<file path="config.mk">
export PLATFORM = sky130hd
export DESIGN_NAME = ptb_addsub
export DESIGN_NICKNAME = d
export VERILOG_FILES = /design/src/rtl/ptb_pkg.sv /design/src/rtl/ptb_addsub.sv
export SDC_FILE = /design/constraint.sdc
export NUM_CORES = 1
export LEC_CHECK = 0
export BUFFER_PORTS_ARGS = -buffer_cell sky130_fd_sc_hd__buf_2
export CAP_MARGIN = 40
export CORE_MARGIN = 3
export CORE_UTILIZATION = 57
export DETAILED_ROUTE_END_ITERATION = 6
export PLACE_DENSITY = 0.91
export SLEW_MARGIN = 0
export SYNTH_ARGS = -nofsm -noshare
export SYNTH_HDL_FRONTEND = slang
export SYNTH_SLANG_ARGS = --single-unit
export TNS_END_PERCENT = 1
</file>
<file path="constraint.sdc">
create_clock -name vclk -period 14.3
set_clock_uncertainty 0.1 [all_clocks]
set_input_delay 3.575 -clock vclk [all_inputs]
set_output_delay 3.575 -clock vclk [all_outputs]
set_load 0.02 [all_outputs]
</file>
<file path="src/rtl/ptb_pkg.sv">
`timescale 1ns / 1ps
// ----------------------------------------------------------------------------
// ptb_pkg - shared types and constants of the page table builder
// Entry layout, status codes and the shared adder interface.
// ----------------------------------------------------------------------------
package ptb_pkg;

	localparam int unsigned TABLE_SLOTS_DEF = 64;
	localparam int unsigned ENTRIES         = 512;
	localparam int unsigned IDX_W           = 9;
	localparam int unsigned FRAME_W         = 40;
	localparam int unsigned ENTRY_W         = 64;
	localparam int unsigned LARGE_W         = 31;   // phys bits 51..21
	localparam int unsigned STATUS_W        = 2;

	// low flag bits of an entry: present, writable, large page
	localparam logic [11:0] FLAGS_DIR  = 12'h003;
	localparam logic [11:0] FLAGS_LEAF = 12'h083;

	localparam logic [STATUS_W-1:0] ST_DONE      = 2'd0;
	localparam logic [STATUS_W-1:0] ST_EXHAUSTED = 2'd1;
	localparam logic [STATUS_W-1:0] ST_OUTSIDE   = 2'd2;

	typedef enum logic {
		ALU_ADD,
		ALU_SUB
	} alu_op_t;

	typedef struct packed {
		logic [FRAME_W-1:0] sum;
		logic               ge;    // sum >= limit
	} alu_res_t;

	// directory entry pointing at a table frame
	function automatic logic [ENTRY_W-1:0] make_dir_entry(input logic [FRAME_W-1:0] frame);
		make_dir_entry = {12'h000, frame, FLAGS_DIR};
	endfunction

	// 2 MiB leaf entry
	function automatic logic [ENTRY_W-1:0] make_leaf(input logic [LARGE_W-1:0] phys_hi);
		make_leaf = {12'h000, phys_hi, 9'h000, FLAGS_LEAF};
	endfunction

endpackage

</file>
<file path="src/rtl/ptb_addsub.sv">
`timescale 1ns / 1ps
// ----------------------------------------------------------------------------
// ptb_addsub - shared frame adder
// Adds or subtracts two frame numbers and compares the result to a limit.
// ----------------------------------------------------------------------------
module ptb_addsub import ptb_pkg::*; (
	input  alu_op_t            op,
	input  logic [FRAME_W-1:0] a,
	input  logic [FRAME_W-1:0] b,
	input  logic [FRAME_W-1:0] limit,
	output alu_res_t           res
);

	logic [FRAME_W-1:0] sum;

	always_comb begin
		unique case (op)
			ALU_ADD: sum = a + b;
			ALU_SUB: sum = a - b;
			default: sum = a + b;
		endcase
		res.sum = sum;
		res.ge  = (sum >= limit);
	end

endmodule

</file>
; Yosys cells after proc, flatten, opt, wreduce, memory -nomap -nowiden
; Cells that the tools add are included.
[word_totals]
reg_bits = 0
latch_bits = 0
mem_bits_rw = 0
rom_bits = 0
wordCells = 5
n_memories = 0
[op_classes]
n_addsub = 2
n_mul = 0
div = 0
order_cmp = 1
n_eq_ne = 0
shift = 0
muxes = 1
bitwise = 1
reduce_logical = 0
[op_table]
columns = operator, count
row1 = 40-bit case mux with 2 select lines, 1
row2 = 40-bit adder, 1
row3 = 40-bit >= comparator, 1
row4 = 40-bit subtractor, 1
row5 = 1-bit NOT, 1

; Logic depth before layout (Yosys ltp)
; Gate-level depths: netlist of the first run.
[logic_depth]
ltp_word = 3
ltp_mapped = 25
depth_no_buf = 24

; Worst setup path before layout of the first run
; OpenSTA, ideal clock, no wires.
[synth_path]
path_type = input to output
from = input port b[4]
to = output port res[0] in the netlist's numbering
arrival_time_ps = 8421
required_time_ps = 10625
setup_slack_ps = 2204
stages = 25
path_buffers = 1
cell_sequence = or4_4 -> nor3_4 -> nand3_2 -> nor3b_4 -> a21oi_1 -> xnor2_1 -> ha_1 -> buf_2 -> a21o_1 -> o21bai_1 -> a31oi_1 -> o21ai_0 -> a21boi_0 -> o21a_1 -> o21ai_0 -> xnor2_1 -> ha_1 -> a21o_1 -> a21oi_1 -> nor2b_1 -> o21ai_0 -> nand2b_1 -> a21oi_1 -> o21ai_0 -> or3_1
[synth_lines]
columns = element, line_no
row1 = from (decl), ptb_addsub.sv:9  ; input logic [FRAME_W-1:0] b,
row2 = to (decl), ptb_addsub.sv:11  ; output alu_res_t res

==> key figures, run 1 <==
Cells and area
  • Most frequent cells in the layout: buf_2, ha_1, a21oi_1, xnor2_1, inv_1
  • Filler cells: 582
  • Layout cells sized above 1: 24.4%
  • Fin nets: 954
  • Fin area: 5020 um^2
  • Clock buffer count: 0
  • Area growth, synth to finish: 20.4%
  • Commonest non-fill, non-tap cell in the layout: buf_2
  • Seq. cell area: 0 um^2
  • N_diodes: 0
  • Util after Layout: 72.3%
  • Seq_cells: 0

Placed design
  • Port bufs: 162
  • Placement Setup Slack: 1.42 ns
  • Placer Congestion: 0.941
  • Post-DP HPWL: 11700 um
  • Area after DPL: 5020 um^2

STA
  • Slew margin rel.: 53.0%
  • Worst Slack Setup Final: 1.30 ns
  • Unrepaired setup endpoints after global routing: no
  • Final setup fails: 0
  • Period utilisation layout: 90.9%
  • Fin. Hold Viols: 0
  • FMAX: 76.9 MHz
  • Final Max Tran Viols: 0
  • Fin crit period: 13.00 ns
  • Worst Tran Pin Value: 0.687 ns
  • Setup tns final: 0 ns
  • Worst hold slack: 7.54 ns

Floorplan
  • I/O Pins: 162
  • Starting Density: 60.0%
  • Site Rows: 30
  • Core box area: 6940 um^2
  • Die X-Extent: 91.5 um
  • Die Ht: 91.5 um
  • Die area: 8380 um^2

Global route
  • First-pass GRT wire length: 21300 um
  • Routing usage on met2: 50.6%
  • M1 GR Usage: 40.3%
  • Largest net degree at the start of global routing: 40
  • Grt ovf: 0
  • Top Usage Layer GRT: met2
  • Met3 GRT Util: 2.73%
  • Initial antenna violation count: 0
  • Vias in the first global route: 4735
  • Total Routing Usage GR: 29.5%

Synthesis
  • Synth unique cells: 60
  • Top cell type's share of synthesized area: 24.0%
  • Synth Instances: 605
  • Syn Area/Cell: 6.89 um^2
  • Synthesized Nets: 807
  • Register area share after synthesis: 0%
  • Top cells by area, synth: ha_1, xnor2_1, a21oi_1
  • Cell taking the most area after synthesis: ha_1
  • Post-Syn Area: 4170 um^2
  • Synth Warn #: 0

Critical path
  • Req. time, crit path: 10.62 ns
  • CP arrival: 9.32 ns
  • Critical path type: input port to output port
  • Crit Path Max Fanout: 8
  • Element type at the critical path end: output port
  • CP Launch Type: input port

Flow run
  • Max Cap Viol: 0

Route
  • Total wire length: 13400 um
  • Vias: 5097
  • Post-DRT Antenna Nets: 0
  • Routed len/inst: 15.9 um
  • DR DRC count: 0
  • DR pass1 iterations: 7
  • DR iter-0 viols: 422
  • Drt via density: 6.02

Power
  • Static leakage: 2.59 nW
  • P per Cell Area: 80.6 nW/um^2
  • Maximum VDD drop: 0.0512 mV

Worst hold path
  • Worst min path class: input port to output port

Clock network
  • Hold Buf Count CTS: 0
  • Post-CTS Setup Bufs: 0
  • Cts repair resizes: 0

Run status
  • Outcome: finished clean
[cell usage after synthesis, types with 5 or more instances]
| cell type | instances |
|---|---|
| a21o_1 | 28 |
| a21oi_1 | 74 |
| a31oi_1 | 16 |
| a41oi_1 | 6 |
| and2_1 | 5 |
| buf_2 | 6 |
| clkbuf_1 | 8 |
| ha_1 | 80 |
| inv_1 | 62 |
| nand2_1 | 35 |
| nand3_1 | 12 |
| nand4_1 | 13 |
| nor2_1 | 46 |
| nor2b_1 | 6 |
| nor3_1 | 12 |
| nor4_1 | 8 |
| o21a_1 | 5 |
| o21ai_0 | 31 |
| o21bai_1 | 14 |
| o31ai_1 | 5 |
| xnor2_1 | 64 |
| xor2_1 | 9 |
[layer usage]
layer | part of all wire (%) | vias up
li1 | - | 2495
met1 | 43 | 2301
met2 | 46 | 273
met3 | 8.5 | 28
met4 | 2.1 | 0
met5 | 0 | -
[power breakdown]
part           internal [W]  switching (W)
registers                 0              0
clock network             0              0
logic              0.000159       0.000246
total              0.000159       0.000246
[final cells by class]
cell class,instances,area (um^2),area share (%)
Timing Repair Buffer,162,811,16.1
Tap cell,96,120,2.39
Multi-Input combinational cell,526,3860,76.8
Inverter,62,233,4.63
[logic make-up after synthesis]
| kind of cell | Yosys count | synth area share [%] |
|---|---|---|
| buffers and inverters | 79 | 7.47 |
| AO/OA/AOI/OAI | 200 | 30.3 |
| multiplexers | 2 | 0.480 |
| AND/OR/NAND/NOR | 169 | 21.5 |
| adder cells (fa/ha/maj) | 81 | 24.5 |
| XOR/XNOR | 74 | 15.7 |
[worst max-delay path: stages]
cell       delay [ns]
buf_2            0.12
or4_4            0.55
nor3_4           0.30
nand3_2          0.15
nor3b_4          0.39
a21oi_1          0.15
xnor2_1          0.17
ha_1             0.46
nand2_1          0.09
o21bai_1         0.29
a31oi_1          0.14
o21ai_0          0.35
a21boi_0         0.16
o21a_1           0.17
xnor2_1          0.22
ha_1             0.29
a21o_1           0.18
a21o_1           0.17
a21oi_1          0.12
o21ai_0          0.12
a2111oi_0        0.57
nor4_1           0.12
or3_1            0.32
buf_2            0.16
[path summary, 6_finish.rpt]
path	to	cells after the start	slack, ns	from
setup / recovery	res[0]	24	1.30	b[4]
hold / removal	res[1]	5	7.54	a[0]
[metrics by stage]
stage | instances | total power [W]
after floorplan | 605 | 0.000279
after global placement | 846 | 0.000385
after detailed placement | 846 | 0.000398
after CTS | 846 | 0.000400
after global routing | 846 | 0.000444
final | 846 | 0.000405
Note: power is estimated with default switching activity, not from simulation.
==> inputs of run 2 (changes only) <==
Settings changed: BUFFER_PORTS_ARGS -buffer_cell sky130_fd_sc_hd__buf_2 to -buffer_cell sky130_fd_sc_hd__buf_4.
==> key figures, run 2 (synthesis results as in run 1) <==
Run status
  • Outcome: finished clean

Clock network
  • Hold Buf Count CTS: 0 (unchanged)
  • Post-CTS Setup Bufs: 0 (unchanged)
  • Cts repair resizes: 0 (unchanged)

Global route
  • Vias in the first global route: 4945 (+4.4%)
  • Largest net degree at the start of global routing: 40 (unchanged)
  • Total Routing Usage GR: 31.0% (+1.5 points)
  • Grt ovf: 0 (unchanged)
  • Initial antenna violation count: 0 (unchanged)
  • First-pass GRT wire length: 22400 um (+5.2%)

STA
  • Final setup fails: 0 (unchanged)
  • Setup tns final: 0 ns (unchanged)
  • Worst hold slack: 7.51 ns (-0.0298 ns)
  • Period utilisation layout: 91.3% (+0.44 points)
  • Worst Tran Pin Value: 0.680 ns (-0.00698 ns)
  • FMAX: 76.6 MHz (-0.48%)
  • Final Max Tran Viols: 0 (unchanged)
  • Unrepaired setup endpoints after global routing: no
  • Fin crit period: 13.06 ns (+0.0626 ns)
  • Fin. Hold Viols: 0 (unchanged)
  • Slew margin rel.: 53.5% (+0.48 points)

Critical path
  • Crit-path cells: buf_4, or4_4, nor3_4, nand3_2, nor3b_4, a21oi_1, xnor2_1, ha_1, a21oi_1, o21bai_1, a31oi_1, o21ai_0, a21boi_0, o21a_1, xnor2_1, ha_1, a21o_1, a21o_1, a21oi_1, o21ai_0, a2111oi_0, nor4_1, or3_1, buf_4
  • Element type at the critical path end: output port
  • Worst path slowest cell: a2111oi_0
  • Buffers and inverters on the worst path: 2 (unchanged)
  • Critical path type: input port to output port
  • CP Launch Type: input port
  • CP arrival: 9.39 ns (+0.07 ns)
  • CP max stage delay: 0.56 ns (about the same)
  • Crit Path Max Fanout: 8 (unchanged)
  • Most used cell, CP: a21oi_1
  • Req. time, crit path: 10.62 ns (about the same)
  • Delay-heaviest family, CP: compound AO/OA/AOI/OAI gates

Route
  • Vias: 5137 (+0.78%)
  • Total wire length: 13900 um (+3.3%)
  • DR DRC count: 0 (unchanged)
  • DR iter-0 viols: 461 (+9.2%)
  • Routed len/inst: 16.4 um (+3.3%)
  • Drt via density: 6.07 (+0.78%)
  • DR pass1 iterations: 5 (-2)
  • Post-DRT Antenna Nets: 0 (unchanged)

Cells and area
  • Fin nets: 954 (unchanged)
  • Fin cells: 846 (unchanged)
  • N_diodes: 0 (unchanged)
  • Most frequent cells in the layout: buf_4, ha_1, a21oi_1, xnor2_1, inv_1
  • Fin area: 5430 um^2 (+8.1%)
  • Seq_cells: 0 (unchanged)
  • Clock buffer count: 0 (unchanged)
  • Layout cells sized above 1: 24.4% (unchanged)
  • Seq. cell area: 0 um^2 (unchanged)
  • Area growth, synth to finish: 30.2%
  • Filler cells: 554 (-4.8%)
  • Commonest non-fill, non-tap cell in the layout: buf_4

Power
  • Maximum VDD drop: 0.0634 mV (+24%)
  • Pwr Total: 0.000440 W (+8.6%)
  • Static leakage: 2.73 nW (+5.5%)
  • P per Cell Area: 81.0 nW/um^2 (+0.49%)

Placed design
  • Port bufs: 162 (unchanged)
  • Post-DP HPWL: 12200 um (+3.9%)
  • Area after DPL: 5430 um^2 (+8.1%)
  • DP Cell Count: 846 (unchanged)
  • Placer Congestion: 0.971 (+3.2%)

Flow run
  • Max Cap Viol: 0 (unchanged)

Floorplan
  • Die Ht: 91.5 um (unchanged)
  • Die area: 8380 um^2 (unchanged)
  • Starting Density: 60.0% (unchanged)
  • Site Rows: 30 (unchanged)
  • Die X-Extent: 91.5 um (unchanged)
  • Core box area: 6940 um^2 (unchanged)
  • I/O Pins: 162 (unchanged)

Worst hold path
  • Worst min path class: input port to output port
[run 2: cell types whose count changed in the layout (fill, tap and decap cells not counted)]
cell,previous run,this run
buf_2,162,0
buf_4,0,162
[run 2: final cells by class]
| type | count | area (um^2) | share of cell area [%] |
|---|---|---|---|
| inverter | 62 | 233 | 4.29 |
| multi-input combinational | 526 | 3860 | 71.1 |
| timing repair buffer | 162 | 1220 | 22.4 |
| tap | 96 | 120 | 2.21 |
[run 2: worst paths after layout]
path | start | endpoint | slack (ns) | cells past startpoint
setup / recovery | b[4] | res[0] | 1.24 | 24
hold / removal | b[0] | res[1] | 7.51 | 4
[run 2: worst min-delay path, delay by kind of cell]
kind	cells	cell delay [ns]
buffers and inverters	3	0.31
adder cells (fa/ha/maj)	1	0.15
[run 2: per-stage QoR]
| stage | worst slack [ns] | utilization [%] |
|---|---|---|
| after floorplan | 2.20 | - |
| after global placement | 1.60 | 78.1 |
| after detailed placement | 1.44 | 78.1 |
| after CTS | 1.42 | 78.1 |
| after global routing | 0.847 | 78.1 |
| final | 1.24 | 78.1 |
[run 2: power breakdown]
group,total (W),internal [W],switching [W]
Sequential,0,0,0
Combinational,0.000440,0.000189,0.000251
Clock,0,0,0
Total,0.000440,0.000189,0.000251
[run 2: metal layers]
metal,share of wire [%],GRT usage [%],vias up,wire length [um]
met5,0,0,-,0
met4,2.6,5.90,0,359
met3,9.2,4.39,47,1280
met2,45,52.2,306,6220
met1,43,42.1,2288,6010
li1,-,-,2496,-
